$ cat src/rtl/core/tcpq_pkg.sv
// ----------------------------------------------------------------------------
// tcpq_pkg
// shared widths and codes of the two-class priority queue
// ----------------------------------------------------------------------------
package tcpq_pkg;

  localparam int unsigned KEY_W = 16;
  localparam int unsigned TAG_W = 16;
  localparam int unsigned ENTRY_W = KEY_W + TAG_W;

  // request codes
  localparam logic REQ_ARRIVE = 1'b0;
  localparam logic REQ_SERVE  = 1'b1;

  // result status codes
  localparam logic [1:0] STATUS_SERVED  = 2'd0;
  localparam logic [1:0] STATUS_EMPTY   = 2'd1;
  localparam logic [1:0] STATUS_DROPPED = 2'd2;

endpackage

$ cat src/rtl/core/tcpq_ram.sv
// ----------------------------------------------------------------------------
// tcpq_ram
// simple dual-port memory, one write and one registered read per cycle
// ----------------------------------------------------------------------------
module tcpq_ram #(
  parameter int unsigned WIDTH = 16,
  parameter int unsigned DEPTH = 16
) (
  input  logic                     clk_i,
  input  logic                     we_i,
  input  logic [$clog2(DEPTH)-1:0] waddr_i,
  input  logic [WIDTH-1:0]         wdata_i,
  input  logic                     re_i,
  input  logic [$clog2(DEPTH)-1:0] raddr_i,
  output logic [WIDTH-1:0]         rdata_o
);

  logic [WIDTH-1:0] mem_q [DEPTH];
  logic [WIDTH-1:0] rdata_q;

  always_ff @(posedge clk_i) begin
    if (we_i) begin
      mem_q[waddr_i] <= wdata_i;
    end
  end

  // read data holds while no read is issued
  always_ff @(posedge clk_i) begin
    if (re_i) begin
      rdata_q <= mem_q[raddr_i];
    end
  end

  assign rdata_o = rdata_q;

endmodule

$ cat src/rtl/core/two_class_priority_queue.sv
// ----------------------------------------------------------------------------
// two_class_priority_queue
// strict two-class queue: urgent fifo ahead of a key-sorted ordinary store
// ----------------------------------------------------------------------------
// Both classes live in synchronous RAMs used as circular buffers. An urgent
// arrival, or an ordinary arrival into an empty store, is written from the
// idle state; a dropped arrival or a serve that finds nothing waiting is
// answered from there, or via the result state while the output stalls. A
// serve that pops an item reads the RAM, then gives the result from the serve
// state, which waits out an output stall. An ordinary arrival into a non-empty
// store walks down from the tail through the single read port of the ordinary
// RAM, moving each entry with a strictly greater key one place up, one entry
// per cycle, then writes the new entry into the gap. Equal keys keep arrival
// order. An arrival to a full store is dropped and reported with status 2. One
// request is handled at a time; a result waits in the output register while the next request is taken.
module two_class_priority_queue
  import tcpq_pkg::*;
#(
  parameter int unsigned URGENT_DEPTH   = 16,
  parameter int unsigned ORDINARY_DEPTH = 16
) (
  input  logic             clk_i,
  input  logic             rst_ni,
  input  logic             in_valid_i,
  output logic             in_stall_o,
  input  logic             req_type_i,
  input  logic             urgent_i,
  input  logic [KEY_W-1:0] arrival_key_i,
  input  logic [TAG_W-1:0] item_tag_i,
  output logic             out_valid_o,
  input  logic             out_stall_i,
  output logic [1:0]       status_o,
  output logic [TAG_W-1:0] served_tag_o,
  output logic             served_urgent_o
);

  localparam int unsigned UAW = $clog2(URGENT_DEPTH);
  localparam int unsigned UCW = $clog2(URGENT_DEPTH + 1);
  localparam int unsigned OAW = $clog2(ORDINARY_DEPTH);
  localparam int unsigned OCW = $clog2(ORDINARY_DEPTH + 1);

  localparam logic [1:0] S_IDLE = 2'd0;
  localparam logic [1:0] S_INS  = 2'd1;
  localparam logic [1:0] S_SRV  = 2'd2;
  localparam logic [1:0] S_RES  = 2'd3;

  function automatic logic [UAW-1:0] u_add(logic [UAW-1:0] a, logic [UCW-1:0] n);
    logic [UCW:0] s;
    s = (UCW+1)'(a) + (UCW+1)'(n);
    if (s >= (UCW+1)'(URGENT_DEPTH)) s = s - (UCW+1)'(URGENT_DEPTH);
    return s[UAW-1:0];
  endfunction

  function automatic logic [OAW-1:0] o_add(logic [OAW-1:0] a, logic [OCW-1:0] n);
    logic [OCW:0] s;
    s = (OCW+1)'(a) + (OCW+1)'(n);
    if (s >= (OCW+1)'(ORDINARY_DEPTH)) s = s - (OCW+1)'(ORDINARY_DEPTH);
    return s[OAW-1:0];
  endfunction

  function automatic logic [OAW-1:0] o_dec(logic [OAW-1:0] a);
    logic [OAW-1:0] r;
    if (a == '0) r = OAW'(ORDINARY_DEPTH - 1);
    else r = a - OAW'(1);
    return r;
  endfunction

  logic [1:0]         state_q, state_d;
  logic [UAW-1:0]     u_head_q, u_head_d;
  logic [UCW-1:0]     u_cnt_q, u_cnt_d;
  logic [OAW-1:0]     o_head_q, o_head_d;
  logic [OCW-1:0]     o_cnt_q, o_cnt_d;
  logic [KEY_W-1:0]   ins_key_q, ins_key_d;
  logic [TAG_W-1:0]   ins_tag_q, ins_tag_d;
  logic [OAW-1:0]     ins_wp_q, ins_wp_d;
  logic [OCW-1:0]     ins_rel_q, ins_rel_d;
  logic               srv_urg_q, srv_urg_d;
  logic [1:0]         res_status_q, res_status_d;
  logic [TAG_W-1:0]   res_tag_q, res_tag_d;

  logic               out_valid_q, out_valid_d;
  logic [1:0]         status_q, status_d;
  logic [TAG_W-1:0]   tag_q, tag_d;
  logic               urg_q, urg_d;

  logic               in_acc;
  logic               out_free;

  logic               u_we, u_re;
  logic [UAW-1:0]     u_waddr, u_raddr;
  logic [TAG_W-1:0]   u_wdata, u_rdata;
  logic               o_we, o_re;
  logic [OAW-1:0]     o_waddr, o_raddr;
  logic [ENTRY_W-1:0] o_wdata, o_rdata;

  logic [OAW-1:0]     wp_tail;
  logic [OAW-1:0]     wp_next;
  logic [OCW-1:0]     rel_next;

  tcpq_ram #(
    .WIDTH(TAG_W),
    .DEPTH(URGENT_DEPTH)
  ) u_urgent_ram (
    .clk_i  (clk_i),
    .we_i   (u_we),
    .waddr_i(u_waddr),
    .wdata_i(u_wdata),
    .re_i   (u_re),
    .raddr_i(u_raddr),
    .rdata_o(u_rdata)
  );

  tcpq_ram #(
    .WIDTH(ENTRY_W),
    .DEPTH(ORDINARY_DEPTH)
  ) u_ordinary_ram (
    .clk_i  (clk_i),
    .we_i   (o_we),
    .waddr_i(o_waddr),
    .wdata_i(o_wdata),
    .re_i   (o_re),
    .raddr_i(o_raddr),
    .rdata_o(o_rdata)
  );

  assign out_free   = !out_valid_q || !out_stall_i;
  assign in_stall_o = (state_q != S_IDLE);
  assign in_acc     = in_valid_i && !in_stall_o;

  assign wp_tail  = o_add(o_head_q, o_cnt_q);
  assign wp_next  = o_dec(ins_wp_q);
  assign rel_next = ins_rel_q - OCW'(1);

  always_comb begin
    state_d      = state_q;
    u_head_d     = u_head_q;
    u_cnt_d      = u_cnt_q;
    o_head_d     = o_head_q;
    o_cnt_d      = o_cnt_q;
    ins_key_d    = ins_key_q;
    ins_tag_d    = ins_tag_q;
    ins_wp_d     = ins_wp_q;
    ins_rel_d    = ins_rel_q;
    srv_urg_d    = srv_urg_q;
    res_status_d = res_status_q;
    res_tag_d    = res_tag_q;
    out_valid_d  = out_valid_q && out_stall_i;
    status_d     = status_q;
    tag_d        = tag_q;
    urg_d        = urg_q;
    u_we         = 1'b0;
    u_waddr      = u_add(u_head_q, u_cnt_q);
    u_wdata      = item_tag_i;
    u_re         = 1'b0;
    u_raddr      = u_head_q;
    o_we         = 1'b0;
    o_waddr      = wp_tail;
    o_wdata      = {arrival_key_i, item_tag_i};
    o_re         = 1'b0;
    o_raddr      = o_head_q;

    case (state_q)
      S_IDLE: begin
        if (in_acc) begin
          if (req_type_i == REQ_SERVE) begin
            if (u_cnt_q != '0) begin
              u_re      = 1'b1;
              u_head_d  = u_add(u_head_q, UCW'(1));
              u_cnt_d   = u_cnt_q - UCW'(1);
              srv_urg_d = 1'b1;
              state_d   = S_SRV;
            end else if (o_cnt_q != '0) begin
              o_re      = 1'b1;
              o_head_d  = o_add(o_head_q, OCW'(1));
              o_cnt_d   = o_cnt_q - OCW'(1);
              srv_urg_d = 1'b0;
              state_d   = S_SRV;
            end else if (out_free) begin
              out_valid_d = 1'b1;
              status_d    = STATUS_EMPTY;
              tag_d       = '0;
              urg_d       = 1'b0;
            end else begin
              // output word still waiting, hold the result
              res_status_d = STATUS_EMPTY;
              res_tag_d    = '0;
              srv_urg_d    = 1'b0;
              state_d      = S_RES;
            end
          end else if (urgent_i) begin
            if (u_cnt_q == UCW'(URGENT_DEPTH)) begin
              if (out_free) begin
                out_valid_d = 1'b1;
                status_d    = STATUS_DROPPED;
                tag_d       = item_tag_i;
                urg_d       = 1'b1;
              end else begin
                res_status_d = STATUS_DROPPED;
                res_tag_d    = item_tag_i;
                srv_urg_d    = 1'b1;
                state_d      = S_RES;
              end
            end else begin
              u_we    = 1'b1;
              u_cnt_d = u_cnt_q + UCW'(1);
            end
          end else begin
            if (o_cnt_q == OCW'(ORDINARY_DEPTH)) begin
              if (out_free) begin
                out_valid_d = 1'b1;
                status_d    = STATUS_DROPPED;
                tag_d       = item_tag_i;
                urg_d       = 1'b0;
              end else begin
                res_status_d = STATUS_DROPPED;
                res_tag_d    = item_tag_i;
                srv_urg_d    = 1'b0;
                state_d      = S_RES;
              end
            end else if (o_cnt_q == '0) begin
              o_we    = 1'b1;
              o_cnt_d = OCW'(1);
            end else begin
              // start the walk down from the tail
              o_re      = 1'b1;
              o_raddr   = o_dec(wp_tail);
              o_cnt_d   = o_cnt_q + OCW'(1);
              ins_key_d = arrival_key_i;
              ins_tag_d = item_tag_i;
              ins_wp_d  = wp_tail;
              ins_rel_d = o_cnt_q;
              state_d   = S_INS;
            end
          end
        end
      end
      S_INS: begin
        o_waddr = ins_wp_q;
        if (ins_rel_q == '0 || o_rdata[ENTRY_W-1:TAG_W] <= ins_key_q) begin
          o_we    = 1'b1;
          o_wdata = {ins_key_q, ins_tag_q};
          state_d = S_IDLE;
        end else begin
          // entry with a greater key moves one place up
          o_we      = 1'b1;
          o_wdata   = o_rdata;
          ins_wp_d  = wp_next;
          ins_rel_d = rel_next;
          if (rel_next != '0) begin
            o_re    = 1'b1;
            o_raddr = o_dec(wp_next);
          end
        end
      end
      S_SRV: begin
        if (out_free) begin
          out_valid_d = 1'b1;
          status_d    = STATUS_SERVED;
          tag_d       = srv_urg_q ? u_rdata : o_rdata[TAG_W-1:0];
          urg_d       = srv_urg_q;
          state_d     = S_IDLE;
        end
      end
      S_RES: begin
        if (out_free) begin
          out_valid_d = 1'b1;
          status_d    = res_status_q;
          tag_d       = res_tag_q;
          urg_d       = srv_urg_q;
          state_d     = S_IDLE;
        end
      end
      default: begin
        state_d = S_IDLE;
      end
    endcase
  end

  always_ff @(posedge clk_i or negedge rst_ni) begin
    if (!rst_ni) begin
      state_q     <= S_IDLE;
      u_head_q    <= '0;
      u_cnt_q     <= '0;
      o_head_q    <= '0;
      o_cnt_q     <= '0;
      out_valid_q <= 1'b0;
    end else begin
      state_q     <= state_d;
      u_head_q    <= u_head_d;
      u_cnt_q     <= u_cnt_d;
      o_head_q    <= o_head_d;
      o_cnt_q     <= o_cnt_d;
      out_valid_q <= out_valid_d;
    end
  end

  always_ff @(posedge clk_i) begin
    ins_key_q    <= ins_key_d;
    ins_tag_q    <= ins_tag_d;
    ins_wp_q     <= ins_wp_d;
    ins_rel_q    <= ins_rel_d;
    srv_urg_q    <= srv_urg_d;
    res_status_q <= res_status_d;
    res_tag_q    <= res_tag_d;
    status_q     <= status_d;
    tag_q        <= tag_d;
    urg_q        <= urg_d;
  end

  assign out_valid_o     = out_valid_q;
  assign status_o        = status_q;
  assign served_tag_o    = tag_q;
  assign served_urgent_o = urg_q;

endmodule
$ cat config.mk
export PLATFORM = sky130hd
export DESIGN_NAME = two_class_priority_queue
export DESIGN_NICKNAME = d
export VERILOG_FILES = /design/src/rtl/core/tcpq_pkg.sv /design/src/rtl/core/tcpq_ram.sv /design/src/rtl/core/two_class_priority_queue.sv
export SDC_FILE = /design/constraint.sdc
export NUM_CORES = 1
export LEC_CHECK = 0
export BUFFER_PORTS_ARGS = -buffer_cell sky130_fd_sc_hd__buf_4
export CELL_PAD_IN_SITES_DETAIL_PLACEMENT = 0
export CELL_PAD_IN_SITES_GLOBAL_PLACEMENT = 2
export CORE_MARGIN = 4
export CORE_UTILIZATION = 50
export CTS_BUF_LIST = sky130_fd_sc_hd__clkbuf_4
export CTS_CLUSTER_DIAMETER = 200
export DETAILED_ROUTE_END_ITERATION = 12
export PLACE_DENSITY = 0.86
export RECOVER_POWER = 50
export REMOVE_ABC_BUFFERS = 1
export SYNTH_ARGS = -nofsm -noshare
export SYNTH_HDL_FRONTEND = slang
export SYNTH_SLANG_ARGS = --single-unit
$ cat constraint.sdc
create_clock -name clk_i -period 4.9 [get_ports clk_i]
set_clock_uncertainty 0.15 [all_clocks]
set_input_delay 0.735 -clock clk_i [delete_from_list [all_inputs] [get_ports clk_i]]
set_output_delay 0.735 -clock clk_i [all_outputs]
set_load 0.05 [all_outputs]
==> results.cfg, run 1 <==
[layout]
synthToLayoutAreaGrowth_pct = 12.78
layout-drive-gt1-share_pct = 25.41
finalNonFillerCells = 3413
nNetsFinal = 2375
nFillCells = 5615
fin_area_um2 = 42070

[synthesis]
synth.yosys.seq_area_share_pct = 73.45
yosysTopAreaCell = edfxtp_1
synth_cell_types = 76
yosysTopAreaCellShare_pct = 72.04
syn_inst = 1985
ys_top_cells_by_area = edfxtp_1 72%, mux4_2 10%, mux4_1 2.5%
synth_edf_count = 895
syn-mean-instance-area_um2 = 18.79
ys_dominant_reg_cell = edfxtp_1
yosysWarnings = 0
synth-seq-cells = 916
synth_most_common_cell = edfxtp_1
synthArstFlopShare_pct = 2.293
synthesis.area_um2 = 37310
ys_top_cells_by_count = 895 x edfxtp_1, 198 x nand2_1, 168 x mux4_2, 85 x o21ai_0, 83 x nor2_1

[routing]
dr.first_iter.drc_count = 1918
drc = 0
wl_um = 85520
vias = 20200
viasPerCell = 5.918
firstDrtPassIters = 5
antenna_left = 0
wl_per_cell_um = 25.06

[die]
ios = 59
rows = 99
die_w_um = 281.2
initial_core_util_pct = 50.79
dieArea_um2 = 79050
die_h_um = 281.2
fp.coreArea_um2 = 73450

[pwr]
power.leakage_uw = 0.01400
ir_worst_vdd_mv = 0.3235
powerDensity_nw_per_um2 = 544.7

[timing]
finalMaxSlewViolations = 184
fmax_mhz = 225.0
timing.final.crit_share_pct = 90.71
holdWs_ns = 0.1352
slew_headroom_pct = -30.41
min_period_ns = 4.445
worst_slew_pin_slew_ns = 1.956
finalSetupViolCount = 0
rsz0062_at_grt = no
finalHoldViolCount = 0

[place]
dp_cells = 3000
place_area_um2 = 39350
place.port_buffers = 58
place.gp.congestion = 0.7915
dp_hpwl_um = 46950

[cts]
cts_tree = yes
ctsLongestPathBuffers = 3
h-tree-depth = 4
insertion_delay_ns = 1.04
cts.clk_slew.worst_paths_ns = 0.06
clock_sinks = 916
cts_root_buf = clkbuf_4
cts_setup_buffers = 0
cts_buffers = 215

[global_route]
antenna_found_initial = 2
grt_pass1_wl_um = 127700
grt_overflow = 0
track_usage_pct = 22.02
grt_max_degree = 68
grt_pass1_vias = 20400

[critical_path]
crit_path_start_kind = flip-flop
worstSetupPathType = flip-flop to flip-flop
required_ns = 5.36
cp_data_arrival_time_ns = 4.90
crit_fanout = 35
end_kind = flip-flop

[worst_hold_path]
hold_class = primary input to flip-flop

[status]
outcome = finished with violations
violations = max-capacitance violations, max-slew violations

[run]
max_cap_violations = 5
-- sequential cells by signal, summed over array words and instances, names as in the netlist --
signal / count
ins_rel_q: 5
srv_urg_q: 1
u_urgent_ram.rdata_o: 16
ins_key_q: 16
res_tag_q: 16
ins_tag_q: 16
ins_wp_q: 4
served_urgent_o: 1
u_urgent_ram.mem_q: 256
u_ordinary_ram.rdata_o: 32
out_valid_o: 1
o_cnt_q: 5
o_head_q: 4
u_ordinary_ram.mem_q: 512
state_q: 2
u_cnt_q: 5
res_status_q: 2
status_o: 2
served_tag_o: 16
u_head_q: 4
-- worst max-delay path, stage by stage, from the launching register on --
cell and delay, ns:
dfrtp_1 0.55, nand2b_1 0.53, clkbuf_1 1.25, nand2_1 0.28
o21ai_0 0.21, nand2_1 0.29, nor2_4 0.14, buf_4 0.61
-- power by group --
group          internal, uW  total, uW  switching [uW]  leakage, uW
Clock                  2970       5910            2930      0.00158
Combinational          2730       6820            4090      0.00408
Sequential             9830      10200             362      0.00834
Total                 15500      22900            7390       0.0140
-- timing repair --
| item | in CTS | in global routing |
|---|---|---|
| hold endpoints to repair | 413 | 0 |
| hold buffers | 37 | 0 |
| gates resized for setup | 0 | 0 |
-- layer usage --
| layer | track usage [%] | vias to the layer above | wire [um] |
|---|---|---|---|
| li1 | - | 8790 | - |
| met1 | 31.43 | 10400 | 35060 |
| met2 | 35.23 | 912 | 42260 |
| met3 | 4.403 | 99 | 6884 |
| met4 | 5.990 | 0 | 1318 |
| met5 | 0 | - | 0 |
-- layout by cell type (no fill, tap or decap), types with 37 or more instances in the layout --
cell,count
a21oi_1,56
a22oi_1,65
buf_4,54
clkbuf_1,73
clkbuf_4,310
clkinv_1,45
dlygate4sd3_1,37
edfxtp_1,895
ha_1,39
inv_1,40
mux4_2,168
nand2_1,198
nor2_1,63
o21ai_0,76
-- through the flow --
stage	setup slack, ns	power (uW)	TNS (ns)	utilization, %
6_report	0.4551	22920	0	57.28
4_1_cts	0.6114	23220	0	57.73
2_1_floorplan	-3.737	15120	-143.64	-
3_3_place_gp	0.7200	17130	0	53.57
3_5_place_dp	0.6396	17280	0	53.57
5_1_grt	0.1689	24170	0	57.28
-- logic make-up (layout without fill, tap and decap cells) --
logic type	after synthesis	in the layout	synth area share [%]
muxes	243	243	13.74
buffers and inverters	143	610	2.183
DFF	916	916	73.45
xor gates and xnor gates	23	23	0.5400
and+or+nand+nor	351	351	4.115
other	0	2	0
adders and majority gates	42	42	1.469
AOI/OAI and AO/OA	267	267	4.501
-- worst paths after layout --
check / start / to / slack [ns] / depth (start not counted)
min: req_type_i / state_q[0] / 0.14 / 5
max: state_q[0] / u_ordinary_ram.mem_q[5][13] / 0.46 / 7
min reg2reg: u_cnt_q[4] / u_cnt_q[4] / 0.38 / 1
min in group asynchronous: rst_ni / u_cnt_q[1] / 0.90 / 3
max reg2reg: state_q[0] / u_ordinary_ram.mem_q[5][13] / 0.46 / 7
max in group asynchronous: rst_ni / state_q[1] / 2.97 / 3
-- cell type report --
cell class	instances	area, um2	share of cell area (%)
Antenna cell	2	5.005	0.01190
Clock buffer	310	2327	5.531
Clock inverter	64	356.6	0.8476
Inverter	42	160.2	0.3807
Multi-Input combinational cell	926	9225	21.93
Sequential cell	916	27400	65.13
Tap cell	959	1200	2.852
Timing Repair Buffer	194	1395	3.316
(Power assumes the default switching activity.)
==> run 2: changes to the inputs <==
--- a/config.mk
+++ b/config.mk
@@ -5,15 +5,17 @@
 export SDC_FILE = /design/constraint.sdc
 export NUM_CORES = 1
 export LEC_CHECK = 0
+export ABC_AREA = 1
 export BUFFER_PORTS_ARGS = -buffer_cell sky130_fd_sc_hd__buf_4
+export CAP_MARGIN = 20
 export CELL_PAD_IN_SITES_DETAIL_PLACEMENT = 0
 export CELL_PAD_IN_SITES_GLOBAL_PLACEMENT = 2
-export CORE_MARGIN = 4
-export CORE_UTILIZATION = 50
+export CORE_MARGIN = 2
+export CORE_UTILIZATION = 45
 export CTS_BUF_LIST = sky130_fd_sc_hd__clkbuf_4
 export CTS_CLUSTER_DIAMETER = 200
 export DETAILED_ROUTE_END_ITERATION = 12
-export PLACE_DENSITY = 0.86
+export PLACE_DENSITY = 0.87
 export RECOVER_POWER = 50
 export REMOVE_ABC_BUFFERS = 1
 export SYNTH_ARGS = -nofsm -noshare
==> results.cfg, run 2 <==
[status]
outcome = finished with violations
violations = max-capacitance violations, max-slew violations

[layout]
largest_reg_flops = 512
layout-drive-gt1-share_pct = 12.74
synthToLayoutAreaGrowth_pct = 12.86
final_common_cell = edfxtp_1
nFillCells = 7822
final_cell_mix = 895 x edfxtp_1, 653 x nand3_1, 575 x nand2_1
top_register = u_ordinary_ram.mem_q
finalNonFillerCells = 5046
regArea_um2 = 27410
nNetsFinal = 3783
fin_area_um2 = 45180
multi_input_area_um2 = 10140

[place]
place.gp.congestion = 0.7585
dp_cells = 4603
place_area_um2 = 42320
dp_hpwl_um = 55300
place.port_buffers = 58

[timing]
finalHoldViolCount = 0
finalSetupViolCount = 0
worst_slew_pin_slew_ns = 2.536
slew_headroom_pct = -69.07
min_period_ns = 4.319
holdWs_ns = 0.1670
timing.final.crit_share_pct = 88.14
finalMaxSlewViolations = 75
fmax_mhz = 231.5
rsz0062_at_grt = no

[routing]
antenna_left = 0
vias = 27040
viasPerCell = 5.358
wl_per_cell_um = 20.31
firstDrtPassIters = 8
dr.first_iter.drc_count = 2416
wl_um = 102500
drc = 0

[synthesis]
ys_dominant_reg_cell = edfxtp_1
synthesis.area_um2 = 40040
synth_most_common_cell = edfxtp_1
synth.yosys.seq_area_share_pct = 68.44
syn-mean-instance-area_um2 = 11.52
ys_top_cells_by_count = 895 x edfxtp_1, 651 x nand3_1, 576 x nand2_1, 424 x inv_1, 171 x nor2_1
synthArstFlopShare_pct = 2.293
yosysTopAreaCellShare_pct = 67.13
synth-seq-cells = 916
synth_edf_count = 895
synth_cell_types = 48
ys_top_cells_by_area = edfxtp_1 67%, nand3_1 8.1%, nand2_1 5.4%
yosysTopAreaCell = edfxtp_1
yosysWarnings = 0
syn_inst = 3476

[cts]
holdBufCountCts = 36
cts_root_buf = clkbuf_4
clock_sinks = 916
cts_buffers = 223
cts_tree = yes
cts_setup_buffers = 0
cts.clk_slew.worst_paths_ns = 0.06
cts_resized = 0
ctsLongestPathBuffers = 3
h-tree-depth = 4
insertion_delay_ns = 1.11

[critical_path]
end_kind = flip-flop
r2r-end = u_ordinary_ram.mem_q[7][8]
worstSetupPathType = flip-flop to flip-flop
crit_path_start_kind = flip-flop
crit_fanout = 28
ff2ff_path_depth = 8
r2r_setup_slack_ns = 0.58
timing.rr.start = state_q[1]
required_ns = 5.40
cp_data_arrival_time_ns = 4.82

[worst_hold_path]
hold_class = primary input to flip-flop
min_to = served_urgent_o
hold_start = urgent_i
whs_path_depth = 5

[die]
rows = 109
die_h_um = 302.3
ios = 59
die_w_um = 302.3
initial_core_util_pct = 45.37
dieArea_um2 = 91370
fp.coreArea_um2 = 88240

[global_route]
grt_max_degree = 152
track_usage_pct = 22.80
grt_pass1_wl_um = 157500
grt_overflow = 0
grt_pass1_vias = 26730
antenna_found_initial = 2

[pwr]
ir_worst_vdd_mv = 0.4427
powerDensity_nw_per_um2 = 623.0
fin_total_pwr_uw = 28150
power.leakage_uw = 0.01757

[run]
max_cap_violations = 3
run 2: area by class of cell:
cell class	count	area share, %
Antenna cell	4	0.02215
Timing Repair Buffer	206	3.614
Clock inverter	68	0.8833
Multi-Input combinational cell	1918	22.44
Sequential cell	916	60.65
Clock buffer	331	5.499
Inverter	438	3.661
Tap cell	1165	3.226
run 2: worst max path at each step:
| stage | depth (start not counted) | slack, ns | to | start |
|---|---|---|---|---|
| 2_1_floorplan | 8 | -4.05 | u_ordinary_ram.rdata_o[0] | state_q[1] |
| 3_3_place_gp | 14 | 0.97 | u_ordinary_ram.rdata_o[22] | u_ordinary_ram.rdata_o[31] |
| 3_5_place_dp | 14 | 1.0 | u_ordinary_ram.rdata_o[22] | u_ordinary_ram.rdata_o[31] |
| 4_1_cts | 14 | 0.93 | u_ordinary_ram.rdata_o[7] | u_ordinary_ram.rdata_o[31] |
| 5_1_grt | 6 | 0.35 | u_urgent_ram.rdata_o[9] | u_head_q[0] |
| 6_report | 8 | 0.58 | u_ordinary_ram.mem_q[7][8] | state_q[1] |
run 2: kinds of logic (layout without fill, tap and decap cells):
group | Yosys count | count (layout) | synth area share (%)
buffers and inverters | 642 | 1043 | 6.525
other | 0 | 4 | 0
and+or+nand+nor | 1488 | 1488 | 16.80
muxes | 57 | 57 | 1.431
xor gates and xnor gates | 25 | 25 | 0.5469
DFF | 916 | 916 | 68.44
AOI/OAI and AO/OA | 306 | 306 | 4.885
adders and majority gates | 42 | 42 | 1.369
run 2: metal layers:
metal,GRT usage [%],up-vias,routed length (um)
met5,0,-,0
met4,7.508,0,2103
met3,4.230,150,6778
met2,35.80,881,47770
met1,32.15,13220,45830
li1,-,12780,-
run 2: through the flow:
step | TNS [ns] | util (%) | setup WS (ns)
after global routing | 0 | 51.20 | 0.3509
after CTS | 0 | 51.63 | 0.9289
after floorplan | -472.84 | - | -4.051
after global placement | 0 | 47.96 | 0.9697
final | 0 | 51.21 | 0.5812
after detailed placement | 0 | 47.96 | 0.9996
run 2: power by group:
part | total [uW] | internal (uW) | switching (uW)
Clock | 6320 | 3290 | 3020
Combinational | 11200 | 3310 | 7900
Sequential | 10600 | 10200 | 472
Total | 28200 | 16800 | 11400
run 2: critical path, cell delays in order (launching register included):
cell and delay (ns):
dfrtp_1 0.60, nor2_1 0.12, inv_1 0.83, buf_4 0.45, o21ai_0 0.20, inv_1 0.10, nand3_1 0.21, nor2_1 0.22
clkbuf_2 0.99
